### src/lkv_pkg.sv
// ----------------------------------------------------------------------------
// lkv_pkg: shared types and constants for the LRU key-value cache
// Sizes, codes, controller commands and the capacity clamp.
// ----------------------------------------------------------------------------
`default_nettype none

package lkv_pkg;

  localparam int MAX_ENTRIES = 16;
  localparam int IDX_W       = (MAX_ENTRIES > 1) ? $clog2(MAX_ENTRIES) : 1;
  localparam int CNT_W       = $clog2(MAX_ENTRIES + 1);
  localparam int CAP_W       = 5;
  localparam int CMP_W       = (CNT_W > CAP_W) ? CNT_W : CAP_W;
  localparam int KEY_W       = 32;
  localparam int VAL_W       = 31;
  localparam int OUT_W       = 32;
  localparam int ADDR_W      = 3;
  localparam int DATA_W      = 32;

  localparam logic [CAP_W-1:0] CAP_RESET   = CAP_W'(16);
  localparam logic [OUT_W-1:0] MISS_VALUE  = {OUT_W{1'b1}};

  // register index of the capacity register (paddr[2])
  localparam logic REG_CAPACITY = 1'b0;

  // operation codes
  localparam logic ACT_GET = 1'b0;
  localparam logic ACT_PUT = 1'b1;

  typedef enum logic [1:0] {
    S_IDLE,
    S_MATCH,
    S_UPDATE
  } lkv_state_t;

  typedef struct packed {
    logic load_in;   // capture the input transaction
    logic match;     // register lookup and victim selection
    logic update;    // commit store and recency changes
    logic load_out;  // load the result register
  } lkv_cmd_t;

  typedef struct packed {
    logic is_put;
  } lkv_sts_t;

  // zero acts as one, values above the store size saturate
  function automatic logic [CMP_W-1:0] eff_cap(input logic [CAP_W-1:0] c);
    logic [CMP_W-1:0] w;
    w = CMP_W'(c);
    if (w == CMP_W'(0)) w = CMP_W'(1);
    if (w > CMP_W'(MAX_ENTRIES)) w = CMP_W'(MAX_ENTRIES);
    return w;
  endfunction

endpackage

`default_nettype wire

### src/lru_key_value_cache_top.sv
// ----------------------------------------------------------------------------
// lru_key_value_cache_top: fully associative key-value cache, LRU replacement
// APB capacity register, controller and datapath.
// ----------------------------------------------------------------------------
// A get transaction (action 0) looks lookup_key up in every valid entry at
// once and returns one result: hit = 1 with the stored value, or hit = 0 with
// read_value = -1; a hit makes the entry most recent. A put transaction
// (action 1) returns nothing: on a hit it overwrites the value, on a miss it
// fills the lowest empty slot, or evicts the least recent entry once the
// number of entries reaches the capacity register (0 acts as 1, values above
// 16 saturate). Each transaction steps through capture, parallel key compare
// with victim select, and commit; a get holds in commit while the previous
// result has not been taken. The result sits in an output register, so the
// next transaction is accepted while it waits. The store is empty right after
// reset, with no clearing pass. Capacity lies at byte address 0; the user must
// write it only while the cache is idle, which the block does not enforce;
// lowering it below the current fill evicts one entry per missing put.
// ----------------------------------------------------------------------------
`default_nettype none

module lru_key_value_cache_top (
  input  logic                              clk,
  input  logic                              rst,
  // APB configuration port
  input  logic                              psel,
  input  logic                              penable,
  input  logic                              pwrite,
  input  logic [lkv_pkg::ADDR_W-1:0]        paddr,
  input  logic [lkv_pkg::DATA_W-1:0]        pwdata,
  output logic [lkv_pkg::DATA_W-1:0]        prdata,
  output logic                              pready,
  // request channel
  input  logic                              in_valid,
  output logic                              in_ready,
  input  logic                              action,
  input  logic [lkv_pkg::KEY_W-1:0]         lookup_key,
  input  logic [lkv_pkg::VAL_W-1:0]         store_value,
  // result channel
  output logic                              out_valid,
  input  logic                              out_ready,
  output logic                              hit,
  output logic signed [lkv_pkg::OUT_W-1:0]  read_value
);

  logic [lkv_pkg::CAP_W-1:0] entries_in_use;
  logic                      cap_sel;
  lkv_pkg::lkv_cmd_t         cmd;
  lkv_pkg::lkv_sts_t         sts;

  // --- configuration register ---
  assign pready  = 1'b1;
  assign cap_sel = (paddr[2] == lkv_pkg::REG_CAPACITY);

  always_ff @(posedge clk) begin
    if (rst) begin
      entries_in_use <= lkv_pkg::CAP_RESET;
    end else if (psel && penable && pwrite && pready && cap_sel) begin
      entries_in_use <= pwdata[lkv_pkg::CAP_W-1:0];
    end
  end

  // unused address bits below the word offset are ignored
  assign prdata = cap_sel ? lkv_pkg::DATA_W'(entries_in_use) : '0;

  // --- sequencing ---
  lkv_ctrl u_ctrl (
    .clk       (clk),
    .rst       (rst),
    .in_valid  (in_valid),
    .in_ready  (in_ready),
    .out_valid (out_valid),
    .out_ready (out_ready),
    .cmd       (cmd),
    .sts       (sts)
  );

  // --- entry store, compare and result register ---
  lkv_dp u_dp (
    .clk            (clk),
    .rst            (rst),
    .cmd            (cmd),
    .sts            (sts),
    .action         (action),
    .lookup_key     (lookup_key),
    .store_value    (store_value),
    .entries_in_use (entries_in_use),
    .hit            (hit),
    .read_value     (read_value)
  );

endmodule

`default_nettype wire

### src/lkv_dp.sv
// ----------------------------------------------------------------------------
// lkv_dp: datapath of the LRU key-value cache
// Entry store, parallel key compare, recency ranks and result register.
// ----------------------------------------------------------------------------
`default_nettype none

module lkv_dp (
  input  logic                           clk,
  input  logic                           rst,
  input  lkv_pkg::lkv_cmd_t              cmd,
  output lkv_pkg::lkv_sts_t              sts,
  input  logic                           action,
  input  logic [lkv_pkg::KEY_W-1:0]      lookup_key,
  input  logic [lkv_pkg::VAL_W-1:0]      store_value,
  input  logic [lkv_pkg::CAP_W-1:0]      entries_in_use,
  output logic                           hit,
  output logic signed [lkv_pkg::OUT_W-1:0] read_value
);

  localparam int N = lkv_pkg::MAX_ENTRIES;

  // captured transaction
  logic                       act_r;
  logic [lkv_pkg::KEY_W-1:0]  key_r;
  logic [lkv_pkg::VAL_W-1:0]  val_r;

  // entry store
  logic [N-1:0]               valid;
  logic [lkv_pkg::KEY_W-1:0]  keys   [N];
  logic [lkv_pkg::VAL_W-1:0]  values [N];
  logic [lkv_pkg::IDX_W-1:0]  rank   [N];
  logic [lkv_pkg::CNT_W-1:0]  count;

  // lookup results
  logic [N-1:0]               slot_sel;
  logic                       hit_r;
  logic                       full_r;
  logic [lkv_pkg::CNT_W-1:0]  old_rank;
  logic [lkv_pkg::VAL_W-1:0]  rd_val;

  logic [N-1:0]               match;
  logic [N-1:0]               lru;
  logic [N-1:0]               free;
  logic                       hit_now;
  logic                       full_now;
  logic [lkv_pkg::IDX_W-1:0]  hit_rank;
  logic [lkv_pkg::VAL_W-1:0]  hit_val;
  logic [lkv_pkg::CNT_W-1:0]  count_m1;

  assign count_m1 = count - lkv_pkg::CNT_W'(1);
  assign free     = ~valid & (valid + N'(1));   // lowest empty slot, one-hot

  always_comb begin
    hit_rank = '0;
    hit_val  = '0;
    for (int i = 0; i < N; i++) begin
      match[i] = valid[i] && (keys[i] == key_r);
      lru[i]   = valid[i] && (lkv_pkg::CNT_W'(rank[i]) == count_m1);
      hit_rank = hit_rank | (rank[i] & {lkv_pkg::IDX_W{match[i]}});
      hit_val  = hit_val | (values[i] & {lkv_pkg::VAL_W{match[i]}});
    end
    hit_now  = |match;
    full_now = lkv_pkg::CMP_W'(count) >= lkv_pkg::eff_cap(entries_in_use);
  end

  assign sts.is_put = (act_r == lkv_pkg::ACT_PUT);

  // payload registers
  always_ff @(posedge clk) begin
    if (cmd.load_in) begin
      act_r <= action;
      key_r <= lookup_key;
      val_r <= store_value;
    end
    if (cmd.match) begin
      hit_r  <= hit_now;
      full_r <= full_now;
      rd_val <= hit_val;
      if (hit_now) begin
        slot_sel <= match;
        old_rank <= lkv_pkg::CNT_W'(hit_rank);
      end else if (full_now) begin
        slot_sel <= lru;
        old_rank <= count_m1;
      end else begin
        slot_sel <= free;
        old_rank <= count;
      end
    end
    if (cmd.update && sts.is_put) begin
      for (int i = 0; i < N; i++) begin
        if (slot_sel[i]) begin
          values[i] <= val_r;
          if (!hit_r) keys[i] <= key_r;
        end
      end
    end
    if (cmd.load_out) begin
      hit        <= hit_r;
      read_value <= hit_r ? $signed({1'b0, rd_val}) : $signed(lkv_pkg::MISS_VALUE);
    end
  end

  // control state of the store
  always_ff @(posedge clk) begin
    if (rst) begin
      valid <= '0;
      count <= '0;
      for (int i = 0; i < N; i++) rank[i] <= '0;
    end else if (cmd.update && (sts.is_put || hit_r)) begin
      for (int i = 0; i < N; i++) begin
        if (slot_sel[i]) begin
          rank[i] <= '0;
        end else if (valid[i] && (lkv_pkg::CNT_W'(rank[i]) < old_rank)) begin
          rank[i] <= rank[i] + lkv_pkg::IDX_W'(1);
        end
      end
      if (sts.is_put && !hit_r) begin
        valid <= valid | slot_sel;
        if (!full_r) count <= count + lkv_pkg::CNT_W'(1);
      end
    end
  end

  a_count_matches_valid: assert property (@(posedge clk) disable iff (rst)
    $countones(valid) == int'(count))
    else $error("entry count out of step with valid bits");

  a_update_one_slot: assert property (@(posedge clk) disable iff (rst)
    cmd.update && sts.is_put |-> $onehot(slot_sel))
    else $error("put commits to other than exactly one slot");

  a_keys_unique: assert property (@(posedge clk) disable iff (rst)
    cmd.match |-> $onehot0(match))
    else $error("key held in more than one valid entry");

endmodule

`default_nettype wire

### src/lkv_ctrl.sv
// ----------------------------------------------------------------------------
// lkv_ctrl: sequencing controller of the LRU key-value cache
// Steps each transaction through capture, lookup and commit.
// ----------------------------------------------------------------------------
`default_nettype none

module lkv_ctrl (
  input  logic               clk,
  input  logic               rst,
  input  logic               in_valid,
  output logic               in_ready,
  output logic               out_valid,
  input  logic               out_ready,
  output lkv_pkg::lkv_cmd_t  cmd,
  input  lkv_pkg::lkv_sts_t  sts
);

  lkv_pkg::lkv_state_t state, state_next;
  logic                out_free;

  assign out_free = !out_valid || out_ready;

  always_ff @(posedge clk) begin
    if (rst) begin
      state <= lkv_pkg::S_IDLE;
    end else begin
      state <= state_next;
    end
  end

  always_comb begin
    state_next = state;
    cmd        = '0;
    in_ready   = 1'b0;
    unique case (state)
      lkv_pkg::S_IDLE: begin
        in_ready = 1'b1;
        if (in_valid) begin
          cmd.load_in = 1'b1;
          state_next  = lkv_pkg::S_MATCH;
        end
      end
      lkv_pkg::S_MATCH: begin
        cmd.match  = 1'b1;
        state_next = lkv_pkg::S_UPDATE;
      end
      lkv_pkg::S_UPDATE: begin
        if (sts.is_put) begin
          cmd.update = 1'b1;
          state_next = lkv_pkg::S_IDLE;
        end else if (out_free) begin
          cmd.update   = 1'b1;
          cmd.load_out = 1'b1;
          state_next   = lkv_pkg::S_IDLE;
        end
      end
      default: state_next = lkv_pkg::S_IDLE;
    endcase
  end

  always_ff @(posedge clk) begin
    if (rst) begin
      out_valid <= 1'b0;
    end else if (cmd.load_out) begin
      out_valid <= 1'b1;
    end else if (out_ready) begin
      out_valid <= 1'b0;
    end
  end

  a_accept_starts_lookup: assert property (@(posedge clk) disable iff (rst)
    in_valid && in_ready |=> state == lkv_pkg::S_MATCH)
    else $error("accepted transaction did not start a lookup");

  a_no_result_overwrite: assert property (@(posedge clk) disable iff (rst)
    cmd.load_out |-> out_free)
    else $error("result loaded over an untaken result");

  a_result_leaves_on_ready: assert property (@(posedge clk) disable iff (rst)
    $fell(out_valid) |-> $past(out_ready))
    else $error("result dropped without being taken");

endmodule

`default_nettype wire

### config.mk
export PLATFORM = sky130hd
export DESIGN_NAME = lru_key_value_cache_top
export DESIGN_NICKNAME = d
export VERILOG_FILES = /design/src/lkv_pkg.sv /design/src/lru_key_value_cache_top.sv /design/src/lkv_dp.sv /design/src/lkv_ctrl.sv
export SDC_FILE = /design/constraint.sdc
export NUM_CORES = 2
export LEC_CHECK = 0
export BUFFER_PORTS_ARGS = -buffer_cell sky130_fd_sc_hd__buf_4
export CAP_MARGIN = 15
export CORE_MARGIN = 2
export CORE_UTILIZATION = 40
export CTS_BUF_LIST = sky130_fd_sc_hd__clkbuf_16
export DETAILED_ROUTE_END_ITERATION = 6
export PLACE_DENSITY = 0.59
export SYNTH_ARGS = -nofsm -noshare
export SYNTH_HDL_FRONTEND = slang
export SYNTH_HIERARCHICAL = 1
export SYNTH_SLANG_ARGS = --single-unit
### constraint.sdc
create_clock -name clk -period 7.2 [get_ports clk]
set_clock_uncertainty 0.05 [all_clocks]
set_input_delay 0.72 -clock clk [delete_from_list [all_inputs] [get_ports clk]]
set_output_delay 0.72 -clock clk [all_outputs]
set_load 0.1 [all_outputs]
==> flow_metrics.py <==
metrics = {
    "yosys": {
        "synthFlopType": "edfxtp_1",
        "ys_seq_area_share_pct": 71.9,
        "yosys_warnings": 6,
        "synth_edf_count": 1223,
        "synth_top_area_share_pct": 70.8,
        "avgSynthCellArea_um2": 15.9,
        "synth_seq_cells": 1252,
        "synth_area_leader_cell": "edfxtp_1",
        "async_flop_share_pct": 0,
        "synth_area_mm2": 0.0519,
        "ys_types": 63,
        "yosys-top-cells-area": "edfxtp_1, xor2_1, a22oi_1",
        "synthCells": 3265,
    },
    "worst_setup_path": {
        "crit_start": "u_dp/key_r[14]$_DFFE_PP_",
        "cpPeakStageDelay_ps": 940,
        "reg2reg_from": "u_dp/key_r[14]$_DFFE_PP_",
        "worstPathMaxFanout": 29,
        "critPathKind": "flop to flop",
        "regToRegSetupSlack_ps": 2750,
        "arrival_ps": 4920,
        "critPathSlowestCell": "edfxtp_1",
        "cp-end-kind": "flop",
        "path_cells": "buf_4, xor2_1, nor4_1, nand4_1, nor4_4, buf_4, nor4_1, and4_1, clkinv_4, o21bai_1",
        "start_kind": "flop",
        "critPathRequiredTime_ps": 7670,
    },
    "floorplanning": {
        "start_util_pct": 40.1,
        "io_pins": 174,
        "die_x_um": 364,
        "die_area_mm2": 0.133,
        "die_h_um": 364,
        "coreArea_mm2": 0.129,
        "fp-row-count": 132,
    },
    "placed_design": {
        "dp_cells": 5079,
        "pre_cts_slack_ps": 2670,
        "io_buffers": 116,
        "gp_congestion": 0.814,
        "hpwl_um": 71200,
    },
    "status": {
        "status": "finished, final reports clean",
    },
    "detailed_routing": {
        "vias": 28600,
        "drtIter0Drc": 3138,
        "vias_per_cell": 5.38,
        "postRouteWirelength_um": 133000,
        "avgRoutedWirePerCell_um": 25.1,
        "ant_nets": 0,
        "drcViolationCount": 0,
        "drtPass1Iterations": 5,
    },
    "clocking": {
        "clk_latency_ps": 790,
        "cts_setup_buffers": 0,
        "root_buffer": "clkbuf_16",
        "clk_path_buf_depth": 3,
        "ctsResizeCount": 0,
        "cts_sinks": 1252,
        "cts.clk_slew.worst_paths_ps": 60,
        "numCtsBuffers": 132,
        "cts_tree": "yes",
        "cts_max_level": 4,
        "postCtsHoldBufs": 0,
    },
    "sta": {
        "setup_viol": 0,
        "rsz0062_at_grt": "false",
        "fin_hold_ws_ps": 63.2,
        "fmax_mhz": 225,
        "final.setup.tns_ps": 0,
        "hold_viol": 0,
        "period_needed_ps": 4450,
        "post-route-period-util_pct": 61.8,
        "slew_violations": 0,
        "fin_ws_ps": 2750,
        "relSlewSlack_pct": 23.7,
        "tightest_slew_ps": 1150,
    },
    "cells_and_area": {
        "layout-drive-gt1-share_pct": 13.4,
        "nNetsFinal": 3650,
        "area_growth_pct": 13.8,
        "finalNonFillerCells": 5321,
        "seq_area_mm2": 0.0373,
        "fill_cells": 11300,
        "multi_input_area_mm2": 0.0134,
    },
    "global_routing": {
        "grt_max_degree": 58,
        "grt_pass1_vias": 27600,
        "antenna_found_initial": 2,
        "grt.overflow.total": 0,
        "track_usage_pct": 20.0,
        "grt_pass1_wl_um": 191000,
    },
    "worst_hold_path": {
        "hold_start": "store_value[24]",
        "hold_class": "input port to flop",
    },
    "run": {
        "drv_cap": 0,
    },
    "power_and_ir_drop": {
        "ir_drop_mv": 0.215,
        "p_per_area_mw_per_mm2": 262,
        "power_w": 0.0155,
        "power.leakage_nw": 20.6,
    },
}
## worst paths after layout
path,endpoint,cells past startpoint
min,u_dp/val_r[24]$_DFFE_PP_,1
max reg2reg,u_dp/slot_sel[7]$_DFFE_PP_,10
min reg2reg,entries_in_use[0]$_SDFFE_PP0P_,2
max,u_dp/slot_sel[7]$_DFFE_PP_,10
## registers in the layout, summed over array words and instances (netlist names), 2 cells and up
name and flops:
entries_in_use 5, u_ctrl/state 2, u_dp/count 5, u_dp/key_r 32
u_dp/keys 512, u_dp/old_rank 5, u_dp/rank 64, u_dp/rd_val 31
u_dp/read_value 32, u_dp/slot_sel 16, u_dp/val_r 31, u_dp/valid 16
u_dp/values 496
## per-stage QoR
stage / utilization, % / cell area, um2
finish: 45.7 / 59000
global route: 45.7 / 59000
CTS: 45.7 / 59000
detailed placement: 42.4 / 54700
global placement: 42.4 / 54700
floorplan: - / 51900
## report_power, final
part	leakage, nW	total (W)	internal, W	switching, W
registers	11.4	0.00825	0.00811	0.000139
logic	7.02	0.000645	0.000194	0.000451
clock network	2.18	0.00657	0.00365	0.00292
total	20.6	0.0155	0.0120	0.00351
## layout make-up
type	count	area share, %
diodes	2	0.00848
clock buffers	132	5.60
clock inverters	106	1.55
inverters	49	0.320
multi-input cells	1809	22.6
flip-flops and latches	1252	63.2
well taps	1742	3.69
repair buffers	229	2.96
## placed cells by master, fill, tap and decap left out, drive strengths merged, types with 5 or more instances in the layout
master and instances:
nand4 53, buf 229, nor2 138, o21ai 16
dfxtp 29, nor4 135, nor3b 8, xnor2 70
conb 28, and2 6, inv 88, a22oi 232
a221oi 24, a21oi 39, o2111ai 13, bufinv 7
nand2 124, ha 71, mux2i 9, and3 11
a22o 24, edfxtp 1223, nand2b 66, nand3 50
clkinv 57, clkbuf 132, o21bai 7, or2 7
nor3 52, and2b 5, a21o 36, or4 14
xor2 542
## critical path, delay by kind of cell, from the launching register on
family,cells,cell delay (ps)
XOR/XNOR,1,120
buffers and inverters,3,1240
AND/OR/NAND/NOR,5,1710
flip-flops,1,940
AO/OA/AOI/OAI,1,100
## Yosys cell counts, types with 6 or more instances
| master | number |
|---|---|
| a21o_1 | 36 |
| a21oi_1 | 39 |
| a221oi_1 | 24 |
| a22o_1 | 24 |
| a22oi_1 | 232 |
| and2_1 | 6 |
| and3_1 | 11 |
| buf_2 | 37 |
| buf_4 | 77 |
| buf_6 | 41 |
| clkbuf_1 | 19 |
| dfxtp_1 | 29 |
| edfxtp_1 | 1223 |
| ha_1 | 71 |
| inv_1 | 47 |
| mux2i_1 | 9 |
| nand2_1 | 124 |
| nand2b_1 | 66 |
| nand3_1 | 50 |
| nand4_1 | 53 |
| nor2_1 | 138 |
| nor3_1 | 44 |
| nor3b_1 | 8 |
| nor4_1 | 132 |
| o2111ai_1 | 13 |
| o21ai_0 | 14 |
| o21bai_1 | 7 |
| or2_2 | 7 |
| or4_1 | 14 |
| xnor2_1 | 69 |
| xor2_1 | 542 |
## per-layer routing
layer | up-vias | wire (um) | GRT usage, %
met2 | 1126 | 62800 | 32.3
met3 | 211 | 9470 | 3.83
met5 | - | 0 | 0
met4 | 0 | 3430 | 5.97
li1 | 12700 | - | -
met1 | 14600 | 57600 | 27.6
## cell families after synthesis
family | synth area share [%]
AO/OA/AOI/OAI | 5.84
adder cells (fa/ha/maj) | 1.71
flip-flops | 71.9
multiplexers | 0.174
buffers and inverters | 2.92
XOR/XNOR | 10.4
AND/OR/NAND/NOR | 7.04
other | 0.0145
Power figures use the tool's default switching activity.
